===== src/design/gdc_pkg.sv =====
// Shared types, constants and calendar tables for the date calculator.
`timescale 1ns / 1ps

package gdc_pkg;

  // Operation codes
  localparam logic [2:0] MODE_NEXT_DAY    = 3'd0;
  localparam logic [2:0] MODE_PREV_DAY    = 3'd1;
  localparam logic [2:0] MODE_NEXT_MONTH  = 3'd2;
  localparam logic [2:0] MODE_DAY_OF_YEAR = 3'd3;
  localparam logic [2:0] MODE_WEEKDAY     = 3'd4;
  localparam logic [2:0] MODE_MONTH_LEN   = 3'd5;
  localparam logic [2:0] MODE_ORD_TO_DATE = 3'd6;

  localparam logic [13:0] YEAR_MAX    = 14'd9999;
  localparam logic [9:0]  ORD_MAX     = 10'd731;
  localparam logic [9:0]  COMMON_YEAR = 10'd365;
  localparam logic [3:0]  LAST_MONTH  = 4'd12;
  localparam logic [4:0]  DEC_LEN     = 5'd31;

  // floor(y / 25) = (y * RECIP25) >> SHIFT25, exact for all 14-bit y
  localparam logic [15:0] RECIP25 = 16'd41944;
  localparam int          SHIFT25 = 20;
  // floor(s / 7) = (s * RECIP7) >> SHIFT7, exact for all 15-bit s
  localparam logic [15:0] RECIP7  = 16'd37450;
  localparam int          SHIFT7  = 18;

  localparam logic [13:0] CENTURY      = 14'd100;
  localparam logic [13:0] QUAD_CENTURY = 14'd400;

  // Register stages from accepted item to result strobe
  localparam int PIPE_DEPTH = 6;

  typedef struct packed {
    logic [3:0] month;
    logic [4:0] day;
  } md_t;

  function automatic logic [4:0] month_len(input logic [3:0] m, input logic leap);
    logic [4:0] len;
    unique case (m)
      4'd2:                            len = leap ? 5'd29 : 5'd28;
      4'd4, 4'd6, 4'd9, 4'd11:         len = 5'd30;
      4'd1, 4'd3, 4'd5, 4'd7, 4'd8,
      4'd10, 4'd12:                    len = 5'd31;
      default:                         len = 5'd0;
    endcase
    return len;
  endfunction

  // Days of the year that lie before the first of month m
  function automatic logic [8:0] days_before(input logic [3:0] m, input logic leap);
    logic [8:0] base;
    unique case (m)
      4'd1:    base = 9'd0;
      4'd2:    base = 9'd31;
      4'd3:    base = 9'd59;
      4'd4:    base = 9'd90;
      4'd5:    base = 9'd120;
      4'd6:    base = 9'd151;
      4'd7:    base = 9'd181;
      4'd8:    base = 9'd212;
      4'd9:    base = 9'd243;
      4'd10:   base = 9'd273;
      4'd11:   base = 9'd304;
      4'd12:   base = 9'd334;
      default: base = 9'd0;
    endcase
    if (leap && m > 4'd2 && m <= LAST_MONTH) begin
      base = base + 9'd1;
    end
    return base;
  endfunction

  // (31 * mm) / 12 of the weekday formula, mm being the March-based month
  function automatic logic [4:0] wd_offset(input logic [3:0] m);
    logic [4:0] off;
    unique case (m)
      4'd1:    off = 5'd28;
      4'd2:    off = 5'd31;
      4'd3:    off = 5'd2;
      4'd4:    off = 5'd5;
      4'd5:    off = 5'd7;
      4'd6:    off = 5'd10;
      4'd7:    off = 5'd12;
      4'd8:    off = 5'd15;
      4'd9:    off = 5'd18;
      4'd10:   off = 5'd20;
      4'd11:   off = 5'd23;
      4'd12:   off = 5'd25;
      default: off = 5'd0;
    endcase
    return off;
  endfunction

endpackage


===== src/design/gdc_month_search.sv =====
// Splits a day number within one year into month and day of month.
`timescale 1ns / 1ps

module gdc_month_search (
  input  logic         [8:0] rem,
  input  logic               leap,
  output gdc_pkg::md_t       md
);
  import gdc_pkg::*;

  logic [3:0] cnt;
  logic [3:0] month;
  logic [8:0] month_start;

  always_comb begin
    cnt = '0;
    // count the month ends that the day number lies past
    for (int k = 1; k < 12; k++) begin
      if (rem > days_before(4'(k + 1), leap)) begin
        cnt = cnt + 4'd1;
      end
    end
    month       = cnt + 4'd1;
    month_start = days_before(month, leap);
    md.month    = month;
    md.day      = 5'(rem - month_start);
  end

endmodule


===== src/design/gregorian_date_calculator.sv =====
// Top level of the Gregorian date calculator pipeline.
`timescale 1ns / 1ps

// Channel   Signals                                          Transfer
// --------  -----------------------------------------------  --------------------------
// command   start, busy, mode, day_in, month_in, year_in,    start high while busy low
//           ordinal_in
// result    done, day_out, month_out, year_out, number_out,  done high, one cycle only
//           leap_out, valid_out
//
// Every command gives one result; the six register stages (input, divide by 25, century
// remainders, weekday sum, date select, weekday remainder) lie between its transfer and
// that result. A command transfers every cycle; busy is high only while rst is high.
// Synchronous reset empties the pipeline and drops items in flight. The receiver cannot
// stall: each result shows for one cycle and is gone.

module gregorian_date_calculator (
  input  logic        clk,
  input  logic        rst,
  input  logic        start,
  output logic        busy,
  input  logic [2:0]  mode,
  input  logic [4:0]  day_in,
  input  logic [3:0]  month_in,
  input  logic [13:0] year_in,
  input  logic [9:0]  ordinal_in,
  output logic        done,
  output logic [4:0]  day_out,
  output logic [3:0]  month_out,
  output logic [13:0] year_out,
  output logic [8:0]  number_out,
  output logic        leap_out,
  output logic        valid_out
);
  import gdc_pkg::*;

  logic accept;

  // Stage valid bits
  logic v0, v1, v2, v3, v4;

  // Stage 0: captured command
  logic [2:0]  s0_mode;
  logic [4:0]  s0_day;
  logic [3:0]  s0_month;
  logic [13:0] s0_year;
  logic [9:0]  s0_ord;

  // Stage 1: year / 25
  logic [2:0]  s1_mode;
  logic [4:0]  s1_day;
  logic [3:0]  s1_month;
  logic [13:0] s1_year;
  logic [9:0]  s1_ord;
  logic [9:0]  s1_q25;
  logic [29:0] prod25;

  // Stage 2: century quotients, remainders and leap flags
  logic [2:0]  s2_mode;
  logic [4:0]  s2_day;
  logic [3:0]  s2_month;
  logic [13:0] s2_year;
  logic [9:0]  s2_ord;
  logic [7:0]  s2_q100;
  logic [5:0]  s2_q400;
  logic        s2_r100_zero;
  logic        s2_r400_zero;
  logic        s2_leap;
  logic        s2_leap_next;
  logic [7:0]  q100;
  logic [5:0]  q400;
  logic [13:0] r100;
  logic [13:0] r400;

  // Stage 3: weekday sum and ordinal split by year
  logic [2:0]  s3_mode;
  logic [4:0]  s3_day;
  logic [3:0]  s3_month;
  logic [13:0] s3_year;
  logic        s3_leap;
  logic        s3_leap_c;
  logic [14:0] s3_sum;
  logic        s3_year_ok;
  logic        s3_ord_ok;
  logic [8:0]  s3_rem;
  logic [13:0] s3_cy;
  logic        jan_feb;
  logic [13:0] yy;
  logic [14:0] sum;
  logic [9:0]  yl0;
  logic [9:0]  yl1;
  logic        roll;
  logic [9:0]  ord_less;

  // Stage 4: selected date, weekday quotient
  logic [4:0]  s4_day;
  logic [3:0]  s4_month;
  logic [13:0] s4_year;
  logic [8:0]  s4_num;
  logic        s4_wd;
  logic        s4_ok;
  logic        s4_leap;
  logic [14:0] s4_sum;
  logic [12:0] s4_q7;
  logic [30:0] prod7;
  md_t         md;
  logic [4:0]  ml_cur;
  logic [4:0]  ml_prev;
  logic [4:0]  ml_next;
  logic        last_m;
  logic [3:0]  nm;
  logic        date_ok;
  logic [4:0]  rd;
  logic [3:0]  rm;
  logic [13:0] ry;
  logic [8:0]  num;
  logic        is_wd;
  logic        ok;

  // Output stage
  logic [14:0] r7;

  assign busy   = rst;
  assign accept = start && !busy;

  // Hold the valid bits; reset drops everything in flight.
  always_ff @(posedge clk) begin
    if (rst) begin
      v0   <= 1'b0;
      v1   <= 1'b0;
      v2   <= 1'b0;
      v3   <= 1'b0;
      v4   <= 1'b0;
      done <= 1'b0;
    end else begin
      v0   <= accept;
      v1   <= v0;
      v2   <= v1;
      v3   <= v2;
      v4   <= v3;
      done <= v4;
    end
  end

  // Stage 0: capture the command on transfer.
  always_ff @(posedge clk) begin
    if (accept) begin
      s0_mode  <= mode;
      s0_day   <= day_in;
      s0_month <= month_in;
      s0_year  <= year_in;
      s0_ord   <= ordinal_in;
    end
  end

  // Stage 1: divide the year by 25 with a reciprocal multiply.
  assign prod25 = 30'(s0_year) * 30'(RECIP25);

  always_ff @(posedge clk) begin
    s1_mode  <= s0_mode;
    s1_day   <= s0_day;
    s1_month <= s0_month;
    s1_year  <= s0_year;
    s1_ord   <= s0_ord;
    s1_q25   <= prod25[SHIFT25 +: 10];
  end

  // Stage 2: y/100 and y/400 follow from y/25 by shifts; leap flags for y and y+1.
  assign q100 = s1_q25[9:2];
  assign q400 = s1_q25[9:4];
  assign r100 = s1_year - 14'(q100) * CENTURY;
  assign r400 = s1_year - 14'(q400) * QUAD_CENTURY;

  always_ff @(posedge clk) begin
    s2_mode      <= s1_mode;
    s2_day       <= s1_day;
    s2_month     <= s1_month;
    s2_year      <= s1_year;
    s2_ord       <= s1_ord;
    s2_q100      <= q100;
    s2_q400      <= q400;
    s2_r100_zero <= (r100 == 14'd0);
    s2_r400_zero <= (r400 == 14'd0);
    s2_leap      <= (r400 == 14'd0) || (s1_year[1:0] == 2'd0 && r100 != 14'd0);
    s2_leap_next <= (r400 == QUAD_CENTURY - 14'd1) ||
                    (s1_year[1:0] == 2'd3 && r100 != CENTURY - 14'd1);
  end

  // Stage 3: weekday sum over the March-based year; split the ordinal by year.
  always_comb begin
    // January and February count as months of the previous year
    jan_feb  = (s2_month == 4'd1) || (s2_month == 4'd2);
    yy       = s2_year - 14'(jan_feb);
    sum      = 15'(s2_day) + 15'(yy) + 15'(yy >> 2)
             - 15'(s2_q100) + 15'(jan_feb && s2_r100_zero)
             + 15'(s2_q400) - 15'(jan_feb && s2_r400_zero)
             + 15'(wd_offset(s2_month));
    yl0      = COMMON_YEAR + 10'(s2_leap);
    yl1      = COMMON_YEAR + 10'(s2_leap_next);
    roll     = s2_ord > yl0;
    ord_less = s2_ord - yl0;
  end

  always_ff @(posedge clk) begin
    s3_mode    <= s2_mode;
    s3_day     <= s2_day;
    s3_month   <= s2_month;
    s3_year    <= s2_year;
    s3_leap    <= s2_leap;
    s3_leap_c  <= roll ? s2_leap_next : s2_leap;
    s3_sum     <= sum;
    s3_year_ok <= (s2_year != 14'd0) && (s2_year <= YEAR_MAX);
    s3_ord_ok  <= (s2_ord != 10'd0) && (s2_ord <= ORD_MAX) &&
                  (11'(s2_ord) <= 11'(yl0) + 11'(yl1));
    s3_rem     <= roll ? ord_less[8:0] : s2_ord[8:0];
    s3_cy      <= s2_year + 14'(roll);
  end

  // Stage 4: resolve the date operations; start the weekday remainder.
  gdc_month_search u_month_search (
    .rem  (s3_rem),
    .leap (s3_leap_c),
    .md   (md)
  );

  assign prod7 = 31'(s3_sum) * 31'(RECIP7);

  always_comb begin
    ml_cur  = month_len(s3_month, s3_leap);
    ml_prev = month_len(s3_month - 4'd1, s3_leap);
    last_m  = (s3_month == LAST_MONTH);
    nm      = last_m ? 4'd1 : s3_month + 4'd1;
    // January of the next year has the same length regardless of leap
    ml_next = month_len(nm, s3_leap);
    date_ok = s3_year_ok && (s3_month != 4'd0) && (s3_month <= LAST_MONTH) &&
              (s3_day != 5'd0) && (s3_day <= ml_cur);
    rd      = s3_day;
    rm      = s3_month;
    ry      = s3_year;
    num     = '0;
    is_wd   = 1'b0;
    ok      = 1'b0;
    unique case (s3_mode)
      MODE_NEXT_DAY: begin
        ok = date_ok;
        if (s3_day == ml_cur) begin
          rd = 5'd1;
          rm = nm;
          ry = s3_year + 14'(last_m);
        end else begin
          rd = s3_day + 5'd1;
        end
      end
      MODE_PREV_DAY: begin
        ok = date_ok;
        if (s3_day == 5'd1) begin
          if (s3_month == 4'd1) begin
            rm = LAST_MONTH;
            rd = DEC_LEN;
            ry = s3_year - 14'd1;
          end else begin
            rm = s3_month - 4'd1;
            rd = ml_prev;
          end
        end else begin
          rd = s3_day - 5'd1;
        end
      end
      MODE_NEXT_MONTH: begin
        ok = date_ok;
        rm = nm;
        ry = s3_year + 14'(last_m);
        rd = (s3_day > ml_next) ? ml_next : s3_day;
      end
      MODE_DAY_OF_YEAR: begin
        ok  = date_ok;
        num = days_before(s3_month, s3_leap) + 9'(s3_day);
      end
      MODE_WEEKDAY: begin
        ok    = date_ok;
        is_wd = 1'b1;
      end
      MODE_MONTH_LEN: begin
        ok  = date_ok;
        num = 9'(ml_cur);
      end
      MODE_ORD_TO_DATE: begin
        ok = s3_year_ok && s3_ord_ok;
        rd = md.day;
        rm = md.month;
        ry = s3_cy;
      end
      default: begin
        ok = 1'b0;
      end
    endcase
    // Drop results that leave the supported year range.
    if (ry == 14'd0 || ry > YEAR_MAX) begin
      ok = 1'b0;
    end
    // Echo the input date on any failure.
    if (!ok) begin
      rd    = s3_day;
      rm    = s3_month;
      ry    = s3_year;
      num   = '0;
      is_wd = 1'b0;
    end
  end

  always_ff @(posedge clk) begin
    s4_day   <= rd;
    s4_month <= rm;
    s4_year  <= ry;
    s4_num   <= num;
    s4_wd    <= is_wd;
    s4_ok    <= ok;
    s4_leap  <= s3_leap;
    s4_sum   <= s3_sum;
    s4_q7    <= prod7[SHIFT7 +: 13];
  end

  // Output stage: weekday remainder, then present the result for one cycle.
  assign r7 = s4_sum - ((15'(s4_q7) << 3) - 15'(s4_q7));

  always_ff @(posedge clk) begin
    day_out    <= s4_day;
    month_out  <= s4_month;
    year_out   <= s4_year;
    number_out <= s4_wd ? r7[8:0] : s4_num;
    leap_out   <= s4_leap;
    valid_out  <= s4_ok;
  end

endmodule


===== config.mk =====
export PLATFORM = sky130hd
export DESIGN_NAME = gregorian_date_calculator
export DESIGN_NICKNAME = d
export VERILOG_FILES = /design/src/design/gdc_pkg.sv /design/src/design/gdc_month_search.sv /design/src/design/gregorian_date_calculator.sv
export SDC_FILE = /design/constraint.sdc
export NUM_CORES = 1
export LEC_CHECK = 0
export BUFFER_PORTS_ARGS = -buffer_cell sky130_fd_sc_hd__buf_2
export CORE_ASPECT_RATIO = 0.7
export CORE_MARGIN = 2
export CORE_UTILIZATION = 50
export DETAILED_ROUTE_END_ITERATION = 12
export GPL_ROUTABILITY_DRIVEN = 0
export PLACE_DENSITY = 0.72
export RECOVER_POWER = 50
export SYNTH_ARGS = -nofsm -noshare
export SYNTH_HDL_FRONTEND = slang
export SYNTH_SLANG_ARGS = --single-unit

===== constraint.sdc =====
create_clock -name clk -period 20.4 [get_ports clk]
set_clock_uncertainty 0.05 [all_clocks]
set_input_delay 6.12 -clock clk [delete_from_list [all_inputs] [get_ports clk]]
set_output_delay 6.12 -clock clk [all_outputs]
set_load 0.005 [all_outputs]

==> flow_metrics.py, run 1 <==
metrics = {
    "placed_design": {
        "dpl_cell_area_um2": 23420,
        "placedCellCount": 2950,
        "numPortBuffers": 74,
        "dp_hpwl_um": 40420,
    },
    "floorplanning": {
        "initial_core_util_pct": 51.01,
        "core_area_um2": 44040,
        "die_area_um2": 46670,
        "die_w_um": 257.3,
        "num_io_pins": 75,
        "die_h_um": 181.3,
        "num_rows": 64,
    },
    "synthesis": {
        "ys_ff_latch": 303,
        "yosysMostFrequentCell": "ha_1",
        "syn-num-nets": 2881,
        "synth_cell_types": 95,
        "ys_async_sr_fraction_pct": 0,
        "synthDominantCellAreaShare_pct": 23.79,
        "synth.largest_area_cell": "dfxtp_1",
        "synth_seq_area_share_pct": 28.61,
        "synth_common_cells": "ha_1 (377), inv_1 (369), dfxtp_1 (267)",
        "yosys_warnings": 0,
        "synth.area.top_cells": "dfxtp_1 (24%), ha_1 (21%), fa_1 (12%), inv_1 (6.2%), edfxtp_1 (4.8%)",
        "syn_area_um2": 22460,
        "syn_inst": 2329,
        "synth_edf_count": 36,
        "synth_ff_type": "dfxtp_1",
        "avgSynthCellArea_um2": 9.645,
    },
    "min_path": {
        "hp-class": "reg -> reg",
        "holdPathStages": 0,
    },
    "cts": {
        "clkTransAtPathRegs_ns": 0.06,
        "cts_buffer_depth": 3,
        "post_cts_buffers": 0,
        "clk_latency_ns": 0.58,
        "cts_tree": "yes",
        "cts.sink_count": 303,
        "cts_buffers": 30,
        "htreeDepth": 1,
        "ctsHoldBuffers": 0,
        "cts_resized": 0,
        "root_buffer": "clkbuf_16",
    },
    "run_status": {
        "status": "completed",
    },
    "setup_path": {
        "cp-end-kind": "flip-flop",
        "reg2reg_depth": 51,
        "cpMostUsedCell": "ha_1",
        "required_ns": 20.81,
        "worst_path_max_delay_cell": "xnor2_1",
        "crit_family": "adder cells",
        "crit_fanout": 11,
        "cp-start-kind": "flip-flop",
        "arrival_ns": 13.37,
        "cp_num_buf_inv": 5,
        "worstSetupPathType": "reg -> reg",
        "cp_slowest_stage_delay_ns": 0.75,
        "cp.depth": 51,
    },
    "timing": {
        "final_max_slew_viol_count": 0,
        "setup_tns_ns": 0,
        "rsz0062_at_grt": "no",
        "period_share_pct": 63.52,
        "tightest_slew_ns": 1.163,
        "setup-violations-final": 0,
        "finalHoldViolations": 0,
        "fin_crit_ns": 12.96,
        "max_freq_mhz": 77.17,
        "max_slew_margin_pct": 22.30,
    },
    "routing": {
        "routed_wl_um": 50650,
        "num_vias": 16500,
        "remaining_drc_errors": 0,
        "firstDrtPassIters": 8,
        "via_per_inst": 5.490,
        "wl_per_cell_um": 16.85,
        "ant_nets": 0,
        "initialDrtViolationCount": 1255,
    },
    "layout": {
        "fin_nets": 2940,
        "syn_to_final_growth_pct": 8.856,
        "layout-drive-gt1-share_pct": 7.881,
        "layout.cells.non_filler": 3006,
        "stdcell_area_um2": 24450,
    },
    "grt": {
        "grt_pass1_wl_um": 83060,
        "antenna_found_initial": 1,
        "grt_max_degree": 37,
        "grt_pass1_vias": 16510,
        "grt_overflow_total": 0,
        "grtUsageTotal_pct": 21.75,
    },
    "flow_run": {
        "drv_cap": 0,
    },
}
==> logic make-up after synthesis <==
group	synth area share, %
AOI/OAI and AO/OA	12.52
xor gates and xnor gates	5.848
adders and majority gates	33.16
buffers and inverters	7.263
DFF	28.61
muxes	1.933
and+or+nand+nor	10.67
==> through the flow <==
| step | hold slack (ns) | utilization [%] | setup slack (ns) |
|---|---|---|---|
| final | 0.2760 | 55.52 | 7.441 |
| after global routing | 0.2797 | 55.52 | 6.706 |
| after CTS | 0.2755 | 55.52 | 7.692 |
| after detailed placement | 0.2635 | 53.18 | 7.770 |
| after global placement | 0.2611 | 53.18 | 7.811 |
| after floorplan | 0.2596 | - | 7.999 |
==> final cells by class <==
class                      instances  area [um^2]
fill                            3801        19590
tap                              594        743.2
inverter                         374         1409
multi-input combinational       1597        14410
clock inverter                    18        188.9
clock buffer                      37        839.6
antenna                            1        2.502
timing repair buffer              82        430.4
sequential                       303         6426
==> sequential cells by signal, indices dropped and copies added, names as in the netlist, 9 cells and up, named ones only <==
register	count
s1_year	14
s4_num	9
s3_year	14
s4_q7	9
s0_ord	10
s3_rem	9
s4_sum	9
s2_year	14
s4_year	14
s3_sum	15
year_out	14
s3_cy	14
s2_ord	10
number_out	9
s0_year	14
s1_ord	10
==> per-layer routing <==
layer	vias up	global-route usage, %	part of all wire (%)
met2	559	34.31	44
li1	8067	-	-
met3	80	3.395	7.2
met5	-	0	0
met1	7797	31.31	47
met4	0	5.133	1.9
==> worst paths after layout <==
check / startpoint / endpoint / slack (ns)
worst min register to register: s1_day[4] / s2_day[4] / 0.28
worst max-delay path: s3_leap_c / s4_day[4] / 7.44
worst max register to register: s3_leap_c / s4_day[4] / 7.44
worst min-delay path: s1_day[4] / s2_day[4] / 0.28
==> placed cells by master, fill, tap and decap left out, drive strengths merged, types with 6 or more instances in the layout <==
cell type and instances:
a211o 6, a221oi 12, o211ai 15, nor3b 9, buf 82, o22ai 12, mux2 21, a31oi 13
and3 17, nand2 121, o21a 13, fa 136, nand3 34, nor4 13, and2 6, xnor2 89
clkbuf 37, nand2b 16, or3 15, or2 12, xor2 48, nor3 38, mux2i 13, a21oi 112
a21o 30, nand4 16, o21ai 96, o2111ai 10, o21bai 11, nor2b 26, or4 10, a21boi 14
nor2 135, ha 377, edfxtp 36, inv 376, a22oi 8, dfxtp 267, clkinv 13
Power of run 1 is left out: the tool's default activity adds up to more than one toggle a clock period on the data nets, which glitch-free logic cannot reach.
==> run 2, diff against run 1 <==
--- a/config.mk
+++ b/config.mk
@@ -5,13 +5,14 @@
 export SDC_FILE = /design/constraint.sdc
 export NUM_CORES = 1
 export LEC_CHECK = 0
+export ABC_AREA = 1
 export BUFFER_PORTS_ARGS = -buffer_cell sky130_fd_sc_hd__buf_2
 export CORE_ASPECT_RATIO = 0.7
 export CORE_MARGIN = 2
 export CORE_UTILIZATION = 50
 export DETAILED_ROUTE_END_ITERATION = 12
 export GPL_ROUTABILITY_DRIVEN = 0
-export PLACE_DENSITY = 0.72
+export PLACE_DENSITY = 0.75
 export RECOVER_POWER = 50
 export SYNTH_ARGS = -nofsm -noshare
 export SYNTH_HDL_FRONTEND = slang
==> constraint.sdc (replaced) <==
create_clock -name clk -period 11.1 [get_ports clk]
set_clock_uncertainty 0.05 [all_clocks]
set_input_delay 3.33 -clock clk [delete_from_list [all_inputs] [get_ports clk]]
set_output_delay 3.33 -clock clk [all_outputs]
set_load 0.005 [all_outputs]
==> flow_metrics.py, run 2 <==
metrics = {
    "timing": {
        "finalHoldViolations": 0,
        "rsz0062_at_grt": "no",
        "fin_crit_ns": 9.553,
        "max_freq_mhz": 104.7,
        "max_slew_margin_pct": 27.69,
        "final_max_slew_viol_count": 0,
        "setup_tns_ns": 0,
        "setup-violations-final": 0,
        "period_share_pct": 86.06,
        "tightest_slew_ns": 1.081,
    },
    "routing": {
        "wl_per_cell_um": 15.26,
        "wl_met3_um": 3227,
        "remaining_drc_errors": 0,
        "m1WireLength_um": 22450,
        "firstDrtPassIters": 5,
        "initialDrtViolationCount": 1400,
        "ant_nets": 0,
        "top_layer_used": "met4",
        "met2_length_um": 23160,
        "via_per_inst": 5.230,
        "routed_wl_um": 50260,
        "num_vias": 17230,
    },
    "floorplanning": {
        "die_h_um": 180.6,
        "num_rows": 64,
        "die_area_um2": 46260,
        "die_w_um": 256.2,
        "core_area_um2": 43800,
        "initial_core_util_pct": 50.83,
        "num_io_pins": 75,
    },
    "setup_path": {
        "required_ns": 11.51,
        "reg2reg_to": "s4_day[3]",
        "r2r_slack_ns": 1.55,
        "crit_fanout": 8,
        "cp-start-kind": "flip-flop",
        "worst_path_max_delay_cell": "dfxtp_1",
        "arrival_ns": 9.96,
        "cpMostUsedCell": "nand2_1",
        "reg2reg_depth": 57,
        "r2r-start": "s3_leap_c",
        "cp_slowest_stage_delay_ns": 0.43,
        "worstSetupPathType": "reg -> reg",
        "cp-end-kind": "flip-flop",
    },
    "grt": {
        "grtUsageTotal_pct": 21.86,
        "antenna_found_initial": 1,
        "grt_max_degree": 37,
        "grt_overflow_total": 0,
        "grt_pass1_vias": 17420,
        "grt_pass1_wl_um": 83900,
    },
    "synthesis": {
        "yosys_warnings": 0,
        "ys_async_sr_fraction_pct": 0,
        "yosysMostFrequentCell": "inv_1",
        "syn-num-nets": 3145,
        "synth.area.top_cells": "dfxtp_1 (24%), ha_1 (21%), fa_1 (12%), inv_1 (9.1%), nand2_1 (6.1%)",
        "synth_common_cells": "inv_1 (539), ha_1 (377), nand2_1 (364)",
        "synth_cell_types": 55,
        "synth.largest_area_cell": "dfxtp_1",
        "syn_area_um2": 22260,
        "avgSynthCellArea_um2": 8.586,
        "synth_edf_count": 36,
        "ys_ff_latch": 303,
        "syn_inst": 2593,
        "synth_seq_area_share_pct": 28.86,
        "synth_ff_type": "dfxtp_1",
        "synthDominantCellAreaShare_pct": 24.01,
    },
    "run_status": {
        "status": "completed",
    },
    "cts": {
        "clk_latency_ns": 0.59,
        "cts_tree": "yes",
        "clkTransAtPathRegs_ns": 0.07,
        "root_buffer": "clkbuf_16",
        "cts_buffers": 31,
        "cts_buffer_depth": 3,
        "cts_resized": 0,
        "cts.sink_count": 303,
        "ctsHoldBuffers": 0,
        "post_cts_buffers": 0,
        "htreeDepth": 1,
    },
    "min_path": {
        "min_from": "s4_year[10]",
        "holdPathStages": 0,
        "whs_endpoint": "year_out[10]",
        "hp-class": "reg -> reg",
    },
    "layout": {
        "largest_register_ffs": 15,
        "fin_nets": 3228,
        "final_cell_mix": "inv_1 (539), ha_1 (377), nand2_1 (364)",
        "layout-drive-gt1-share_pct": 7.037,
        "fillers": 3810,
        "syn_to_final_growth_pct": 9.385,
        "layout_commonest_cell": "inv_1",
        "n_antenna_cell": 0,
        "largest-register": "s3_sum",
    },
    "placed_design": {
        "dp_hpwl_um": 39640,
        "numPortBuffers": 74,
    },
    "flow_run": {
        "drv_cap": 0,
    },
}
==> run 2: cell count changes after synthesis, moves of 20 or more <==
cell      previous run  this run
nand2_1            121       364
inv_1              369       539
nand3_1             34       125
xnor2_1             86        33
nor2_1             132       183
xor2_1              48        91
nor2b_1             26         0
a21o_1              30         6
nand2_2              0        22
mux2_2              21         0
clkbuf_1            42        22
==> run 2: cell families after synthesis <==
logic type / Yosys count / share of synthesized area [%]
adder cells (fa/ha/maj): 513 / 33.42
buffers and inverters: 577 / 9.767
AND/OR/NAND/NOR: 783 / 15.30
XOR/XNOR: 124 / 4.878
AO/OA/AOI/OAI: 293 / 7.772
flip-flops: 303 / 28.86
==> run 2: worst max-delay path by stage <==
stage          cells past startpoint        end       from
2_1_floorplan                     55  s4_day[3]  s3_leap_c
3_3_place_gp                      55  s4_day[3]  s3_leap_c
3_5_place_dp                      57  s4_day[3]  s3_leap_c
4_1_cts                           57  s4_day[3]  s3_leap_c
5_1_grt                           56  s4_day[3]  s3_leap_c
6_report                          57  s4_day[3]  s3_leap_c
==> run 2: area by class of cell <==
cell class / count / area [um^2] / share of cell area (%)
multi-input cells: 1713 / 13670 / 56.13
flip-flops and latches: 303 / 6426 / 26.39
inverters: 549 / 2061 / 8.462
clock buffers: 43 / 903.4 / 3.709
well taps: 594 / 743.2 / 3.052
repair buffers: 78 / 400.4 / 1.644
clock inverters: 14 / 148.9 / 0.6114
==> run 2: routing by layer <==
| layer | vias to the layer above | global-route usage, % |
|---|---|---|
| met1 | 8124 | 29.35 |
| met2 | 550 | 36.27 |
| met3 | 96 | 3.629 |
| li1 | 8456 | - |
| met5 | - | 0 |
| met4 | 0 | 6.433 |
==> run 2: through the flow <==
step | instance area (um^2) | hold slack (ns) | worst slack [ns] | utilization (%) | std cells
2_1_floorplan | 22260 | 0.2596 | 2.912 | - | 2593
5_1_grt | 24350 | 0.2817 | 0.8062 | 55.60 | 3294
3_3_place_gp | 23300 | 0.2616 | 2.339 | 53.20 | 3237
6_report | 24350 | 0.2768 | 1.547 | 55.60 | 3294
3_5_place_dp | 23300 | 0.2621 | 1.798 | 53.20 | 3237
4_1_cts | 24350 | 0.2773 | 1.777 | 55.60 | 3294
==> run 2: critical path: cells and delay by family (launching register included) <==
family          cells  cell delay, ns
flops               1            0.43
fa+ha+maj          10            2.86
simple gates       32            3.61
xor+xnor            1            0.19
buf+inv             7            0.66
compound gates      7            1.61
Power of run 2 is left out for the same reason.
==> run 3, diff against run 2 <==
--- a/config.mk
+++ b/config.mk
@@ -5,14 +5,14 @@
 export SDC_FILE = /design/constraint.sdc
 export NUM_CORES = 1
 export LEC_CHECK = 0
-export ABC_AREA = 1
+export ABC_AREA = 0
 export BUFFER_PORTS_ARGS = -buffer_cell sky130_fd_sc_hd__buf_2
 export CORE_ASPECT_RATIO = 0.7
 export CORE_MARGIN = 2
-export CORE_UTILIZATION = 50
+export CORE_UTILIZATION = 35
 export DETAILED_ROUTE_END_ITERATION = 12
 export GPL_ROUTABILITY_DRIVEN = 0
-export PLACE_DENSITY = 0.75
+export PLACE_DENSITY = 0.58
 export RECOVER_POWER = 50
 export SYNTH_ARGS = -nofsm -noshare
 export SYNTH_HDL_FRONTEND = slang
==> flow_metrics.py, run 3 (synthesis results as in run 1) <==
metrics = {
    "run_status": {
        "status": "completed",
    },
    "grt": {
        "grt_pass1_wl_um": 86090,
        "antenna_found_initial": 1,
        "grt_max_degree": 37,
        "grt_overflow_total": 0,
        "grt_pass1_vias": 16570,
        "grtUsageTotal_pct": 16.00,
    },
    "layout": {
        "stdcell_area_um2": 25320,
        "largest_register_ffs": 15,
        "fin_util_pct": 40.00,
        "largest-register": "s3_sum",
        "layout.cells.non_filler": 3272,
        "n_antenna_cell": 0,
        "layout_commonest_cell": "ha_1",
        "fin_nets": 2968,
        "layout-drive-gt1-share_pct": 9.783,
        "syn_to_final_growth_pct": 12.70,
        "final_cell_mix": "ha_1 (372), inv_1 (368), dfxtp_1 (267)",
    },
    "setup_path": {
        "cp_slowest_stage_delay_ns": 0.54,
        "crit_fanout": 7,
        "worstSetupPathType": "reg -> reg",
        "crit_family": "adder cells",
        "cp-start-kind": "flip-flop",
        "cpMostUsedCell": "ha_1",
        "r2r_slack_ns": 0.35,
        "required_ns": 11.49,
        "cp_num_buf_inv": 4,
        "worst_path_max_delay_cell": "dfxtp_1",
        "arrival_ns": 11.13,
        "r2r-start": "s3_rem[1]",
        "crit_start": "s3_rem[1]",
        "cp-end-kind": "flip-flop",
    },
    "routing": {
        "remaining_drc_errors": 0,
        "routed_wl_um": 52690,
        "initialDrtViolationCount": 1193,
        "via_per_inst": 5.034,
        "wl_per_cell_um": 16.10,
        "num_vias": 16470,
        "firstDrtPassIters": 5,
        "ant_nets": 0,
    },
    "flow_run": {
        "drv_cap": 0,
    },
    "cts": {
        "cts.sink_count": 303,
        "ctsHoldBuffers": 0,
        "cts_buffers": 35,
        "root_buffer": "clkbuf_16",
        "cts_buffer_depth": 3,
        "cts_tree": "yes",
        "clkTransAtPathRegs_ns": 0.06,
        "htreeDepth": 2,
        "clk_latency_ns": 0.56,
    },
    "placed_design": {
        "dpl_cell_area_um2": 23830,
        "numPortBuffers": 74,
        "dp_hpwl_um": 41750,
        "placedCellCount": 3198,
    },
    "floorplanning": {
        "num_rows": 77,
        "die_h_um": 216.0,
        "die_area_um2": 66260,
        "initial_core_util_pct": 35.49,
        "die_w_um": 306.8,
        "num_io_pins": 75,
        "core_area_um2": 63300,
    },
    "timing": {
        "fin_crit_ns": 10.75,
        "max_slew_margin_pct": 13.33,
        "period_share_pct": 96.81,
        "setup-violations-final": 0,
        "finalHoldViolations": 0,
        "max_freq_mhz": 93.06,
        "final_max_slew_viol_count": 0,
        "tightest_slew_ns": 1.267,
    },
    "min_path": {
        "min_from": "s1_mode[2]",
        "hp-class": "reg -> reg",
    },
}
## run 3: cell type report
| cell class | instances | area (um^2) |
|---|---|---|
| inverter | 374 | 1409 |
| clock inverter | 20 | 305.3 |
| sequential | 303 | 6426 |
| timing repair buffer | 105 | 603.1 |
| multi-input combinational | 1597 | 14530 |
| fill | 6130 | 37980 |
| tap | 829 | 1037 |
| clock buffer | 44 | 1002 |
## run 3: worst paths after layout
kind,to,depth (start not counted)
max,s4_day[4],49
min,s2_mode[2],0
min reg2reg,s2_mode[2],0
max reg2reg,s4_day[4],49
## run 3: what timing repair did
action | in CTS | in global routing
resized for setup | 3 | 17
setup buffers | 3 | 7
setup endpoints to repair | 1 | 1
pin swaps | 2 | 18
cloned | 0 | 0
## run 3: metrics by stage
step	hold slack, ns	setup WS (ns)	TNS, ns
2_1_floorplan	0.2596	0.3549	0
3_3_place_gp	0.2623	0.07975	0
3_5_place_dp	0.2628	-0.3309	-0.3309
4_1_cts	0.2736	0.05045	0
5_1_grt	0.2770	-0.08600	-0.08600
6_report	0.2693	0.3537	0
## run 3: metal layers
layer / part of all wire (%) / global-route usage [%]
met2: 43 / 24.38
met5: 0 / 0
met1: 50 / 23.60
met4: 2.1 / 4.150
met3: 5.4 / 2.288
Power of run 3 is left out for the same reason.
